==> config.mk <==
export PLATFORM = sky130hd
export DESIGN_NAME = asm_line_field_splitter
export DESIGN_NICKNAME = d
export VERILOG_FILES = /design/src/asmlfs_pkg.sv /design/src/asm_line_field_splitter.sv
export VERILOG_INCLUDE_DIRS = /design/src /design/src/src
export SDC_FILE = /design/constraint.sdc
export NUM_CORES = 1
export LEC_CHECK = 0
export BUFFER_PORTS_ARGS = -buffer_cell sky130_fd_sc_hd__buf_2
export CELL_PAD_IN_SITES_DETAIL_PLACEMENT = 0
export CELL_PAD_IN_SITES_GLOBAL_PLACEMENT = 1
export CORE_MARGIN = 2
export CORE_UTILIZATION = 51
export DETAILED_ROUTE_END_ITERATION = 12
export GPL_TIMING_DRIVEN = 0
export PLACE_DENSITY = 0.82
export SLEW_MARGIN = 0
export SYNTH_ARGS = -nofsm -noshare
export SYNTH_HDL_FRONTEND = slang
export SYNTH_SLANG_ARGS = --single-unit
==> constraint.sdc <==
create_clock -name clk -period 9.21 [get_ports clk]
set_input_delay 0 -clock clk [delete_from_list [all_inputs] [get_ports clk]]
set_output_delay 0 -clock clk [all_outputs]
set_load 0.05 [all_outputs]
==> src/asm_line_field_splitter_defines.svh <==
// assertion macros for the line field splitter
`ifndef ASM_LINE_FIELD_SPLITTER_DEFINES_SVH
`define ASM_LINE_FIELD_SPLITTER_DEFINES_SVH

// condition on this edge implies consequence on the same edge
`define ASMLFS_ASSERT_NOW(lbl, clk, rst, cond, cons) \
  lbl: assert property (@(posedge clk) disable iff (rst) (cond) |-> (cons)) \
    else $error("asm_line_field_splitter: same-cycle check failed");

// condition on this edge implies consequence on the next edge
`define ASMLFS_ASSERT_NEXT(lbl, clk, rst, cond, cons) \
  lbl: assert property (@(posedge clk) disable iff (rst) (cond) |=> (cons)) \
    else $error("asm_line_field_splitter: next-cycle check failed");

`endif

==> src/asmlfs_pkg.sv <==
package asmlfs_pkg;

  localparam int LINE_LEN    = 256;
  localparam int LABEL_LEN   = 32;
  localparam int OPERAND_LEN = 64;
  localparam int MNEM_LEN    = 32;

  localparam int LINE_CNT_W = $clog2(LINE_LEN);
  localparam int FIELD_LEN_MAX0 = (LABEL_LEN > MNEM_LEN) ? LABEL_LEN : MNEM_LEN;
  localparam int FIELD_LEN_MAX = (FIELD_LEN_MAX0 > OPERAND_LEN) ? FIELD_LEN_MAX0 : OPERAND_LEN;
  localparam int FIELD_CNT_W = $clog2(FIELD_LEN_MAX);

  localparam logic [LINE_CNT_W-1:0]  LINE_MAX    = LINE_CNT_W'(LINE_LEN - 1);
  localparam logic [FIELD_CNT_W-1:0] LABEL_MAX   = FIELD_CNT_W'(LABEL_LEN - 1);
  localparam logic [FIELD_CNT_W-1:0] MNEM_MAX    = FIELD_CNT_W'(MNEM_LEN - 1);
  localparam logic [FIELD_CNT_W-1:0] OPERAND_MAX = FIELD_CNT_W'(OPERAND_LEN - 1);

  localparam logic [7:0] CH_NUL    = 8'h00;
  localparam logic [7:0] CH_SPACE  = 8'h20;
  localparam logic [7:0] CH_TAB    = 8'h09;
  localparam logic [7:0] CH_CR     = 8'h0d;
  localparam logic [7:0] CH_SQUOTE = 8'h27;
  localparam logic [7:0] CH_DQUOTE = 8'h22;
  localparam logic [7:0] CH_SEMI   = 8'h3b;
  localparam logic [7:0] CH_COLON  = 8'h3a;
  localparam logic [7:0] CH_COMMA  = 8'h2c;
  localparam logic [7:0] CH_LPAREN = 8'h28;
  localparam logic [7:0] CH_RPAREN = 8'h29;
  localparam logic [7:0] CH_LOW_A  = 8'h61;
  localparam logic [7:0] CH_LOW_Z  = 8'h7a;
  localparam logic [7:0] CASE_DIFF = 8'h20;

  localparam logic [1:0] FIELD_LABEL = 2'd0;
  localparam logic [1:0] FIELD_MNEM  = 2'd1;
  localparam logic [1:0] FIELD_OP1   = 2'd2;
  localparam logic [1:0] FIELD_OP2   = 2'd3;

  localparam logic KIND_CHAR    = 1'b0;
  localparam logic KIND_SUMMARY = 1'b1;

  localparam logic [5:0] HELD_MAX = 6'd63;

  typedef struct packed {
    logic [7:0] ch;
    logic       has_char;
    logic       ends_line;
  } item_t;

  typedef struct packed {
    logic       kind;
    logic [1:0] field_id;
    logic [7:0] out_char;
    logic [5:0] spaces_before;
    logic       label_found;
    logic       has_mnemonic;
    logic       has_op1;
    logic       has_op2;
    logic       last;
  } result_t;

endpackage

==> src/asm_line_field_splitter.sv <==
// Splits an assembler source stream, one character per item, into label,
// mnemonic, operand1 and operand2 fields. An item is accepted in every cycle
// while the four-entry result queue has room for two more results
// (ready is high when it holds two or fewer); the line state is updated in
// the accepting cycle and the item's results (a stored character, a line
// summary, both or none) enter the queue at once. While result_ready is
// high the queue drains one result per cycle and items that yield at most
// one result sustain one item per cycle; an item with both takes two entries.
`include "asm_line_field_splitter_defines.svh"

module asm_line_field_splitter (
  input  logic               clk,
  input  logic               rst,
  input  logic               item_valid,
  output logic               item_ready,
  input  asmlfs_pkg::item_t   item,
  output logic               result_valid,
  input  logic               result_ready,
  output asmlfs_pkg::result_t result
);

  typedef enum logic [2:0] {
    PH_START,
    PH_LABEL,
    PH_SKIP1,
    PH_MNEM,
    PH_SKIP2,
    PH_OPER
  } phase_t;

  function automatic logic is_blank(input logic [7:0] b);
    return (b == asmlfs_pkg::CH_SPACE) ||
           (b >= asmlfs_pkg::CH_TAB && b <= asmlfs_pkg::CH_CR);
  endfunction

  phase_t                             phase, phase_next;
  logic [1:0]                         comment_quotes, comment_quotes_next;
  logic [1:0]                         operand_quotes, operand_quotes_next;
  logic signed [8:0]                  paren_depth, paren_depth_next;
  logic                               comma_seen, comma_seen_next;
  logic                               in_comment, in_comment_next;
  logic [asmlfs_pkg::FIELD_CNT_W-1:0] field_raw_count, field_raw_count_next;
  logic [5:0]                         held_spaces, held_spaces_next;
  logic [asmlfs_pkg::LINE_CNT_W-1:0]  line_count, line_count_next;
  logic [3:0]                         presence_flags, presence_flags_next;

  logic                accept;
  logic                emit;
  logic                done;
  logic                bit_sel;
  logic [7:0]          c;
  logic [1:0]          emit_fid;
  logic [7:0]          emit_char;
  logic [5:0]          emit_sp;
  logic [1:0]          n_results;
  asmlfs_pkg::result_t char_res, sum_res, first_res;

  // result queue
  asmlfs_pkg::result_t fifo [4];
  logic [1:0]          rd_ptr, wr_ptr;
  logic [2:0]          count;
  logic                pop;

  assign accept       = item_valid && item_ready;
  assign item_ready   = (count <= 3'd2);
  assign result_valid = (count != 3'd0);
  assign result       = fifo[rd_ptr];
  assign pop          = result_valid && result_ready;

  always_comb begin
    phase_next           = phase;
    comment_quotes_next  = comment_quotes;
    operand_quotes_next  = operand_quotes;
    paren_depth_next     = paren_depth;
    comma_seen_next      = comma_seen;
    in_comment_next      = in_comment;
    field_raw_count_next = field_raw_count;
    held_spaces_next     = held_spaces;
    line_count_next      = line_count;
    presence_flags_next  = presence_flags;
    c         = item.ch;
    emit      = 1'b0;
    done      = 1'b0;
    bit_sel   = 1'b0;
    emit_fid  = asmlfs_pkg::FIELD_LABEL;
    emit_char = c;
    emit_sp   = 6'd0;

    if (item.has_char) begin
      if (line_count_next >= asmlfs_pkg::LINE_MAX) begin
        done = 1'b1;
      end else begin
        line_count_next = line_count_next + 1'b1;
      end
      if (!done && in_comment_next) begin
        done = 1'b1;
      end
      if (!done && c == asmlfs_pkg::CH_NUL) begin
        in_comment_next = 1'b1;
        done = 1'b1;
      end
      if (!done) begin
        if (c == asmlfs_pkg::CH_SQUOTE && !comment_quotes_next[1]) begin
          comment_quotes_next[0] = ~comment_quotes_next[0];
        end else if (c == asmlfs_pkg::CH_DQUOTE && !comment_quotes_next[0]) begin
          comment_quotes_next[1] = ~comment_quotes_next[1];
        end else if (c == asmlfs_pkg::CH_SEMI && comment_quotes_next == 2'b00) begin
          in_comment_next = 1'b1;
          done = 1'b1;
        end
      end
      if (!done && phase_next == PH_START) begin
        if (is_blank(c)) begin
          phase_next = PH_SKIP1;
          done = 1'b1;
        end else begin
          phase_next = PH_LABEL;
          field_raw_count_next = '0;
        end
      end
      if (!done && phase_next == PH_LABEL) begin
        done = 1'b1;
        if (is_blank(c) || c == asmlfs_pkg::CH_COLON) begin
          phase_next = PH_SKIP1;
        end else if (field_raw_count_next < asmlfs_pkg::LABEL_MAX) begin
          field_raw_count_next = field_raw_count_next + 1'b1;
          presence_flags_next[0] = 1'b1;
          emit = 1'b1;
          emit_fid = asmlfs_pkg::FIELD_LABEL;
        end
      end
      if (!done && phase_next == PH_SKIP1) begin
        if (is_blank(c)) begin
          done = 1'b1;
        end else begin
          phase_next = PH_MNEM;
          field_raw_count_next = '0;
        end
      end
      if (!done && phase_next == PH_MNEM) begin
        if (is_blank(c)) begin
          phase_next = PH_SKIP2;
          done = 1'b1;
        end else if (c == asmlfs_pkg::CH_COMMA) begin
          // leading comma: empty mnemonic, comma goes to operand logic
          phase_next = PH_OPER;
          field_raw_count_next = '0;
        end else begin
          done = 1'b1;
          if (field_raw_count_next < asmlfs_pkg::MNEM_MAX) begin
            field_raw_count_next = field_raw_count_next + 1'b1;
            presence_flags_next[1] = 1'b1;
            emit = 1'b1;
            emit_fid = asmlfs_pkg::FIELD_MNEM;
            if (c >= asmlfs_pkg::CH_LOW_A && c <= asmlfs_pkg::CH_LOW_Z) begin
              emit_char = c - asmlfs_pkg::CASE_DIFF;
            end
          end
        end
      end
      if (!done && phase_next == PH_SKIP2) begin
        if (is_blank(c)) begin
          done = 1'b1;
        end else begin
          phase_next = PH_OPER;
          field_raw_count_next = '0;
        end
      end
      if (!done) begin
        if (c == asmlfs_pkg::CH_SQUOTE && !operand_quotes_next[1]) begin
          operand_quotes_next[0] = ~operand_quotes_next[0];
        end else if (c == asmlfs_pkg::CH_DQUOTE && !operand_quotes_next[0]) begin
          operand_quotes_next[1] = ~operand_quotes_next[1];
        end else if (operand_quotes_next == 2'b00) begin
          if (c == asmlfs_pkg::CH_LPAREN) begin
            if (paren_depth_next < 9'sd255) paren_depth_next = paren_depth_next + 9'sd1;
          end else if (c == asmlfs_pkg::CH_RPAREN) begin
            if (paren_depth_next > -9'sd255) paren_depth_next = paren_depth_next - 9'sd1;
          end else if (c == asmlfs_pkg::CH_COMMA && paren_depth_next == 9'sd0 &&
                       !comma_seen_next) begin
            comma_seen_next = 1'b1;
            field_raw_count_next = '0;
            held_spaces_next = 6'd0;
            done = 1'b1;
          end
        end
      end
      if (!done) begin
        done = 1'b1;
        bit_sel = comma_seen_next;
        if (field_raw_count_next < asmlfs_pkg::OPERAND_MAX) begin
          field_raw_count_next = field_raw_count_next + 1'b1;
          if (is_blank(c)) begin
            // blanks are held until a later stored character of the field
            if (presence_flags_next[{1'b1, bit_sel}] &&
                held_spaces_next < asmlfs_pkg::HELD_MAX) begin
              held_spaces_next = held_spaces_next + 6'd1;
            end
          end else begin
            emit = 1'b1;
            emit_fid = bit_sel ? asmlfs_pkg::FIELD_OP2 : asmlfs_pkg::FIELD_OP1;
            emit_sp = presence_flags_next[{1'b1, bit_sel}] ? held_spaces_next : 6'd0;
            held_spaces_next = 6'd0;
            presence_flags_next[{1'b1, bit_sel}] = 1'b1;
          end
        end
      end
    end

    char_res               = '0;
    char_res.kind          = asmlfs_pkg::KIND_CHAR;
    char_res.field_id      = emit_fid;
    char_res.out_char      = emit_char;
    char_res.spaces_before = emit_sp;
    char_res.last          = !item.ends_line;

    sum_res              = '0;
    sum_res.kind         = asmlfs_pkg::KIND_SUMMARY;
    sum_res.label_found  = presence_flags_next[0];
    sum_res.has_mnemonic = presence_flags_next[1];
    sum_res.has_op1      = presence_flags_next[2];
    sum_res.has_op2      = presence_flags_next[3];
    sum_res.last         = 1'b1;

    first_res = emit ? char_res : sum_res;
    n_results = {1'b0, emit} + {1'b0, item.ends_line};

    if (item.ends_line) begin
      phase_next           = PH_START;
      comment_quotes_next  = 2'b00;
      operand_quotes_next  = 2'b00;
      paren_depth_next     = 9'sd0;
      comma_seen_next      = 1'b0;
      in_comment_next      = 1'b0;
      field_raw_count_next = '0;
      held_spaces_next     = 6'd0;
      line_count_next      = '0;
      presence_flags_next  = 4'b0000;
    end
  end

  always_ff @(posedge clk) begin
    if (rst) begin
      phase           <= PH_START;
      comment_quotes  <= 2'b00;
      operand_quotes  <= 2'b00;
      paren_depth     <= 9'sd0;
      comma_seen      <= 1'b0;
      in_comment      <= 1'b0;
      field_raw_count <= '0;
      held_spaces     <= 6'd0;
      line_count      <= '0;
      presence_flags  <= 4'b0000;
      rd_ptr          <= 2'd0;
      wr_ptr          <= 2'd0;
      count           <= 3'd0;
    end else begin
      if (accept) begin
        phase           <= phase_next;
        comment_quotes  <= comment_quotes_next;
        operand_quotes  <= operand_quotes_next;
        paren_depth     <= paren_depth_next;
        comma_seen      <= comma_seen_next;
        in_comment      <= in_comment_next;
        field_raw_count <= field_raw_count_next;
        held_spaces     <= held_spaces_next;
        line_count      <= line_count_next;
        presence_flags  <= presence_flags_next;
        wr_ptr          <= wr_ptr + n_results;
      end
      if (pop) begin
        rd_ptr <= rd_ptr + 2'd1;
      end
      count <= count + {1'b0, (accept ? n_results : 2'd0)} - {2'b00, pop};
    end
  end

  // queue payload, no reset needed
  always_ff @(posedge clk) begin
    if (accept && n_results != 2'd0) begin
      fifo[wr_ptr] <= first_res;
      if (n_results == 2'd2) begin
        fifo[wr_ptr + 2'd1] <= sum_res;
      end
    end
  end

  `ASMLFS_ASSERT_NEXT(a_line_end_clears, clk, rst, accept && item.ends_line,
                      phase == PH_START && presence_flags == 4'b0000 && line_count == '0)
  `ASMLFS_ASSERT_NEXT(a_queue_no_overflow, clk, rst, accept, count <= 3'd4)
  `ASMLFS_ASSERT_NOW(a_summary_is_last, clk, rst, result_valid && result.kind,
                     result.last && result.out_char == 8'd0)
  `ASMLFS_ASSERT_NOW(a_ready_needs_room, clk, rst, item_ready, count <= 3'd2)

endmodule

==> metrics.txt, run 1 <==
Worst-Margin Slew=0.997 ns; Cell Pwr Density=245 nW/um^2; Area Overhead vs Synth=15.0%; average size of a mapped cell=9.00 um^2; die height=123 um; max-cap viol count=0; clk sinks=139; Netlist cell types=79; Starting DRT DRC Count=666; Root Driver=clkbuf_16; CTS H-tree depth=4; Slew headroom=33.0%; final cycle utilization of the critical path=84.3%; dpl hpwl=14,200 um; Final Net Count=898; R2R Path End=fifo[0][5]; CP startpoint=item[6]; Yosys top cell by area=dfxtp_1; Post-Syn Instances=805; Seq pwr share=36.8%; cts bufs inserted=17; post-synthesis adder-cell area fraction=4.00%; Compound-Gate Fraction of Synth Area=19.7%; largest net degree at the start of global routing=17; final setup TNS=0 ns; GP Congestion=0.882; CTS tree=done; CP Capture Point=fifo[0][5]; Die W=123 um; P_int=1.38 mW; Switching Fraction=32.5%; Top delay family on crit path=compound AO/OA/AOI/OAI gates; R2R depth=27; PnR Total Power=2.04 mW; ys flop type=dfxtp_1; clock share of power=36.7%; Setup Buffers After CTS=0; row cnt=43; worst vdd ir=0.000214 V; crit-path max cell delay=0.69 ns; critical path class=input pin to flop; Pre-antenna DRT Iters=5; Die Footprint=15,200 um^2; P_leak=3.17 nW; final wirelength=19,300 um; first-pass GRT wire length=31,100 um; EDFF count, synth=16; worst-path fanout max=10; flops & latches, synth=139; vias in the first global route=5,893; largest family of logic cells by synthesized area=simple AND/OR/NAND/NOR gates; Multi-input gate area=4040 um^2; Final Hold Violating Endpoints=0; outcome=complete, no violations; FF+latch area=2940 um^2; Slew Viols, Final=0; Clk Latency, worst-skew pair=0.43 ns; Critical Path AT=8.11 ns; CP bufs+invs=6; unrepaired setup endpoints after global routing=no; Fin Clk Skew=0.00802 ns; core region area=13,900 um^2; initial core utilization=52.2%; fin area=8330 um^2; syn_nets=841; Critical Path RT=9.55 ns; DR DRC count=0; class of the worst hold path=input pin to flop; WHS=0.0162 ns; final setup vio count=0; Clock transition at path regs=0.06 ns; fillers=1,205; Async S/R FF share, synth=0%; Critical Path Stages=30; post-synth top area share=34.0%; Synth area leaders=dfxtp_1 (34%), mux4_2 (6.8%), edfxtp_1 (6.6%); initial antenna violation count=0; clock tree buffer depth=2; Combinational Power Share=26.5%; Reg2Reg Launch Point=phase[1]; mux share of post-synthesis cell area=7.68%; FF-to-FF setup slack=1.48 ns; XOR/XNOR share of the synthesized area=2.18%; most frequent CP cell=ha_1; DP Area=7670 um^2; Simple-Gate Fraction of Synth Area=22.0%; clock period minus worst slack=7.77 ns; final antenna-violating net count=0; CP max stage cell=a21oi_1; Ports=38; via/cell ratio=6.11; share of cells above drive strength 1=14.2%; post-synthesis sequential area ratio=40.6%; Startpoint Class=input pin; critical path capture point type=flop; FMAX=0.129 GHz; global route total overflow=0; final instance count without filler cells=1,054; number of antenna diodes=0; Switch Pwr=664 uW; Overall Global Routing Usage=26.7%; Vias=6,441; Ys Warns=0; drt wl/cell=18.3 um; Post-Syn Area=7250 um^2; placed instance count=1,022; PortBufs=36
-- Yosys cell counts (all sizes together), types with 8 or more instances --
master / n
nand4: 17
nor2: 79
xor2: 8
ha: 20
o21ai: 71
edfxtp: 16
a21oi: 38
nand3: 22
xnor2: 10
buf: 14
o21a: 9
a31oi: 10
nor2b: 8
nand2: 93
mux4: 22
a22o: 30
clkbuf: 26
nor3: 29
dfxtp: 123
inv: 29
or3: 13
-- final cells by class --
cell class,instances,area share (%)
Multi-Input combinational cell,597,48.5
Sequential cell,139,35.3
Clock buffer,22,5.95
Tap cell,180,2.70
Timing Repair Buffer,38,2.34
Buffer,40,1.97
Clock inverter,9,1.89
Inverter,29,1.34
-- layout by cell type, fill, tap and decap left out, types with 22 or more instances in the layout --
cell      synthesis  routed
nor3_1           27      27
dfxtp_1         123     123
a21oi_1          38      38
mux4_2           22      22
buf_2             8      45
clkbuf_1         26      27
o21ai_0          64      64
inv_1            28      28
nand2_1          93      93
nor2_1           76      76
a22o_1           30      30
nand3_1          22      22
-- worst min-delay path by stage --
stage	start	to	slack (ns)	depth (start not counted)
after floorplan	item[9]	fifo[1][18]	0.18	2
after CTS	rst	field_raw_count[2]	0.01	4
after global placement	item[6]	fifo[2][15]	0.40	2
after global routing	rst	field_raw_count[2]	0.05	4
after detailed placement	item[6]	fifo[3][15]	0.42	2
final	rst	field_raw_count[2]	0.02	4
-- state kept, by name, summed over array words and instances (netlist names), named ones only --
name and cells:
fifo 88, paren_depth 9, line_count 8, field_raw_count 6, held_spaces 6, presence_flags 4, count 3, phase 3
comment_quotes 2, operand_quotes 2, rd_ptr 2, wr_ptr 2, comma_seen 1, in_comment 1
-- what timing repair did --
item / in CTS / in global routing
endpoints found under the setup margin: 0 / 0
hold buffers: 1 / 0
resized for setup: 0 / 0
endpoints found under the hold margin: 4 / 0
-- kinds of logic after synthesis --
family                     count (synthesis)
AOI/OAI and AO/OA                        213
xor gates and xnor gates                  18
buffers and inverters                     69
muxes                                     28
and+or+nand+nor                          316
adders and majority gates                 22
DFF                                      139
-- routing by layer --
layer  GRT usage [%]  routed length [um]
met3            4.98                1070
met2            43.0                9120
met4            7.60                 252
met5               0                   0
met1            36.9                8850
-- per-stage QoR --
| step | utilization, % | worst slack [ns] |
|---|---|---|
| 3_5_place_dp | 55.3 | 1.63 |
| 5_1_grt | 60.0 | 0.924 |
| 2_1_floorplan | - | 3.04 |
| 6_report | 60.0 | 1.44 |
| 4_1_cts | 60.0 | 1.60 |
| 3_3_place_gp | 55.1 | 1.11 |
-- worst reg2reg max path, stage by stage, from the launching register on --
cell and delay (ns):
dfxtp_1 0.30, clkbuf_1 0.20, or3_1 0.45, or3_1 0.40, o21a_1 0.23, ha_1 0.22, nand2_1 0.10, nor3_1 0.07
or3_1 0.43, o21ai_0 0.40, ha_1 0.34, o211ai_2 0.13, o21ai_1 0.42, a21oi_1 0.13, o2bb2ai_1 0.25, a21boi_0 0.48
ha_1 0.34, and3b_4 0.27, a31oi_4 0.18, inv_4 0.18, ha_1 0.25, nor2_1 0.09, and3_1 0.18, clkbuf_1 0.22
a21oi_1 0.69, clkbuf_1 0.50, nand2_1 0.10, o21ai_0 0.10
-- power groups by stage --
stage	logic, mW	registers [mW]	clock network, mW
floorplan	0.422	0.746	0
global placement	0.526	0.757	0
detailed placement	0.541	0.762	0
CTS	0.543	0.751	0.757
global route	0.584	0.761	0.785
finish	0.542	0.752	0.749
Note: power is estimated with default switching activity, not from simulation.
==> inputs of run 2 (changes only) <==
CORE_UTILIZATION = 43   (was 51)
PLACE_DENSITY = 0.73   (was 0.82)
clock period = 6.9 ns   (was 9.21 ns; I/O delays follow)
==> run 2 against run 1 <==
  * Clock skew grew 0.0063 ns
  * Sequential cell count unchanged
  * Cell area rose by 1.8%
  * Sequential power up 33%
  * First-iteration DRC count decreased by 20%
  * Power rose by 30%
  * Sequential share of layout area fell by 0.64 points
  * Critical path depth is 2 lower
  * Non-clock buffer count is 5 higher
  * Final cell count rose by 4.4%
  * Register-to-register slack worse by 1.2 ns
==> metrics.txt, run 2 (synthesized netlist as in run 1, its figures left out) <==
clk sinks=139; Slew headroom=35.9%; vias in the first global route=6,179; PortBufs=36; Final Net Count=903; Multi-input gate area=4140 um^2; outcome=complete, no violations; row cnt=47; PnR Total Power=2.67 mW; drt wl/cell=18.6 um; GR Util met3=3.85%; fin area=8490 um^2; Most flops, register=fifo; share of cells above drive strength 1=17.2%; clock share of power=34.5%; Area Overhead vs Synth=17.1%; Critical Path RT=7.24 ns; number of antenna diodes=0; class of the worst hold path=input pin to flop; Combinational Power Share=27.9%; Switch Pwr=913 uW; placed instance count=1,062; Pre-antenna DRT Iters=5; GR Layer Usage met2=39.6%; Cell Pwr Density=314 nW/um^2; crit-path max cell delay=0.45 ns; final setup vio count=0; Vias=6,447; via/cell ratio=5.86; Seq pwr share=37.6%; WHS=0.0104 ns; Root Driver=clkbuf_16; DP Area=7720 um^2; initial core utilization=43.9%; Die W=134 um; Slew Viols, Final=0; commonest non-fill, non-tap cell in the layout=dfxtp_1; final antenna-violating net count=0; Ports=38; Worst-Margin Slew=0.962 ns; P_leak=3.21 nW; critical path class=flop to flop; Clk Latency, worst-skew pair=0.43 ns; P_int=1.75 mW; FF+latch area=2940 um^2; fillers=1,582; clock period minus worst slack=6.57 ns; CTS tree=done; final cycle utilization of the critical path=95.3%; Switching Fraction=34.3%; Clock transition at path regs=0.06 ns; first-pass GRT wire length=32,600 um; dpl hpwl=15,000 um; initial antenna violation count=0; Top Registers=fifo (88), paren_depth (9), line_count (8); CTS H-tree depth=4; most frequent CP cell=ha_1; Fin Clk Skew=0.0143 ns; CP max stage cell=or3_1; core region area=16,500 um^2; cts bufs inserted=17; max-cap viol count=0; Critical Path AT=6.91 ns; Final Hold Violating Endpoints=0; worst-path fanout max=10; Die Footprint=17,900 um^2; critical path capture point type=flop; Startpoint Class=flop; final instance count without filler cells=1,100; clock tree buffer depth=2; die height=134 um; Global Route met1 Usage=31.1%; Starting DRT DRC Count=536; final wirelength=20,400 um; largest net degree at the start of global routing=17; final setup TNS=0 ns; global route total overflow=0; worst vdd ir=0.000199 V; Overall Global Routing Usage=23.3%; max reg flops=88; FMAX=0.152 GHz; most frequent cells in the layout=dfxtp_1 (123), nand2_1 (93), nor2_1 (74); GRT busiest layer=met2; GP Congestion=0.847; DR DRC count=0
run 2: cell count changes in the layout (fill, tap and decap cells not counted), moves of 2 or more:
cell,delta
a21oi_1,-4
a21oi_4,+4
clkinv_2,+3
a21boi_1,-2
clkbuf_1,-7
nor2_1,-2
bufinv_16,-2
clkbuf_4,+3
a21boi_2,+3
buf_4,+8
run 2: worst paths after layout:
kind / slack (ns) / endpoint / start / cells after the start
worst max-delay path: 0.33 / fifo[0][10] / phase[1] / 28
worst min-delay path: 0.01 / field_raw_count[2] / rst / 4
worst min register to register: 0.45 / fifo[1][18] / fifo[1][18] / 2
worst max register to register: 0.33 / fifo[0][10] / phase[1] / 28
run 2: final cells by class:
class | count | share of cell area (%)
buffer | 38 | 1.99
clock buffer | 19 | 5.34
clock inverter | 13 | 1.67
inverter | 29 | 1.31
multi-input combinational | 597 | 48.8
sequential | 139 | 34.7
tap | 220 | 3.24
timing repair buffer | 45 | 2.95
run 2: metal layers:
layer	part of all wire, %	vias up
met2	49	148
met5	0	-
li1	-	3093
met4	1.1	0
met3	4.3	19
met1	46	3187
run 2: power by group through the flow:
stage,sequential [mW],clock [mW],combinational (mW)
detailed placement,1.02,0,0.726
global route,1.02,0.968,0.800
floorplan,0.995,0,0.563
global placement,1.01,0,0.710
CTS,1.00,0.929,0.736
finish,1.00,0.920,0.744
run 2: metrics by stage:
step                worst slack (ns)  utilization (%)
floorplan                      0.729                -
global placement               -1.39             46.6
detailed placement            -0.777             46.7
CTS                           0.0245             50.7
global route                 -0.0284             51.4
finish                         0.326             51.4
run 2: timing repair:
action,CTS,global route
setup buffers,0,7
gates resized for setup,14,20
pin swaps,1,5
hold buffers,1,0
cloned,0,0
setup endpoints to repair,96,103
endpoints found under the hold margin,4,0
run 2: worst max-delay path, delay by kind of cell (launching register included):
family / cells / cell delay [ns]
buffers and inverters: 4 / 0.93
AND/OR/NAND/NOR: 11 / 2.60
AO/OA/AOI/OAI: 9 / 1.65
adder cells (fa/ha/maj): 4 / 1.03
flip-flops: 1 / 0.30
==> inputs of run 3 (changes only) <==
CORE_ASPECT_RATIO = 0.75   (was unset)
==> run 3 against run 2 <==
  * Global-route usage rose by 0.43 points
  * Clock power fell by 5.3%
  * Highest routed layer unchanged
  * Final cell count fell by 0.36%
  * Clock skew rose by 0.0025 ns
  * Routed wire length rose by 1.6%
==> metrics.txt, run 3 (synthesized netlist as in run 1, its figures left out) <==
outcome=complete, no violations; Seq pwr share=38.3%; Final Net Count=903; largest net degree at the start of global routing=17; GP Congestion=0.851; final antenna-violating net count=0; Critical Path AT=6.82 ns; Overall Global Routing Usage=23.7%; worst vdd ir=0.000149 V; Combinational Power Share=28.7%; GRT busiest layer=met2; critical path class=flop to flop; setup slack at placement=-0.840 ns; CP bufs+invs=3; Cell Pwr Density=311 nW/um^2; drt wl/cell=19.0 um; core region area=16,700 um^2; Die Footprint=17,900 um^2; commonest non-fill, non-tap cell in the layout=dfxtp_1; clock share of power=33.1%; clk sinks=139; Fin Clk Skew=0.0168 ns; CP Capture Point=fifo[3][17]; dpl hpwl=15,300 um; Global Route met1 Usage=33.3%; Worst Slack Setup Final=0.368 ns; Pre-antenna DRT Iters=5; global route total overflow=0; final setup TNS=0 ns; most frequent cells in the layout=dfxtp_1 (123), nand2_1 (93), nor2_1 (74); critical path capture point type=flop; die height=116 um; Switching Fraction=36.3%; Final Hold Violating Endpoints=0; GR Layer Usage met2=37.4%; clock tree buffer depth=2; via/cell ratio=5.96; R2R Path End=fifo[3][17]; Slew headroom=39.2%; GR Util met3=4.75%; cts bufs inserted=17; final setup vio count=0; Most flops, register=fifo; Die W=154 um; CP startpoint=phase[1]; max reg flops=88; Reg2Reg Launch Point=phase[1]; clock period minus worst slack=6.53 ns; Worst-Margin Slew=0.911 ns; Clock transition at path regs=0.07 ns; R2R depth=27; Top Registers=fifo (88), paren_depth (9), line_count (8); Top delay family on crit path=simple AND/OR/NAND/NOR gates; Ports=38; max-cap viol count=0; P_leak=3.18 nW; WHS=0.0356 ns; PortBufs=36; Switch Pwr=956 uW; CP max stage cell=or3_4; Root Driver=clkbuf_16; P_int=1.68 mW; final cycle utilization of the critical path=94.7%; initial antenna violation count=1; FMAX=0.153 GHz; crit-path max cell delay=0.44 ns; worst-path fanout max=10; share of cells above drive strength 1=17.7%; final wirelength=20,800 um; row cnt=41; Slew Viols, Final=0; vias in the first global route=6,219; class of the worst hold path=input pin to flop; Starting DRT DRC Count=496; Critical Path Stages=27; Startpoint Class=flop; DR DRC count=0; Area Overhead vs Synth=16.7%; Critical Path RT=7.19 ns; CTS tree=done; Vias=6,532; initial core utilization=43.5%; Clk Latency, worst-skew pair=0.43 ns; PnR Total Power=2.63 mW; CTS H-tree depth=4; first-pass GRT wire length=33,100 um; FF-to-FF setup slack=0.37 ns
==> run 3: cell types whose count changed in the layout (fill, tap and decap cells not counted), sizes merged <==
cell	before	now
clkinv	6	4
diode	0	1
bufinv	2	0
clkbuf	43	41
clkinvlp	2	3
inv	32	37
==> run 3: cell type report <==
class | instances | area (um^2)
diodes | 1 | 2.50
plain buffers | 38 | 169
clock buffers | 17 | 425
clock inverters | 15 | 130
fillers | 1577 | 8210
inverters | 29 | 111
multi-input cells | 597 | 4160
flip-flops and latches | 139 | 2940
well taps | 215 | 269
repair buffers | 45 | 250
==> run 3: power groups by stage <==
stage	Clock [mW]	Sequential (mW)	Combinational, mW
5_1_grt	0.915	1.02	0.815
2_1_floorplan	0	0.995	0.563
6_report	0.871	1.01	0.755
4_1_cts	0.881	1.01	0.739
3_5_place_dp	0	1.02	0.729
3_3_place_gp	0	1.01	0.712
==> run 3: repair_timing <==
item | 4_1_cts | 5_1_grt
setup buffers | 0 | 6
gates resized for setup | 15 | 24
setup endpoints to repair | 92 | 107
pin swaps | 0 | 6
hold buffers | 1 | 0
hold endpoints to repair | 4 | 0
==> run 3: routing by layer <==
| layer | vias up | share of wire [%] |
|---|---|---|
| met4 | 0 | 1.7 |
| li1 | 3101 | - |
| met1 | 3219 | 48 |
| met2 | 188 | 45 |
| met3 | 24 | 5.2 |
| met5 | - | 0 |
==> run 3: worst min path at each step <==
stage	slack, ns	endpoint	cells past startpoint	from
floorplan	0.18	fifo[1][18]	2	item[9]
global placement	0.38	fifo[0][15]	2	item[6]
detailed placement	0.39	fifo[1][15]	2	item[6]
CTS	0.02	field_raw_count[2]	4	rst
global route	0.05	field_raw_count[2]	4	rst
finish	0.04	field_raw_count[2]	4	rst
==> run 3: per-stage QoR <==
stage / util, % / instance area (um^2) / instances
floorplan: - / 7250 / 805
global placement: 46.2 / 7700 / 1056
detailed placement: 46.3 / 7720 / 1058
CTS: 50.0 / 8340 / 1091
global route: 50.8 / 8460 / 1096
finish: 50.8 / 8460 / 1096
==> run 3: worst min-delay path: stages <==
cell and delay, ns:
buf_2 0.11, nor3_1 0.11, nand4_1 0.11, nand3_1 0.07
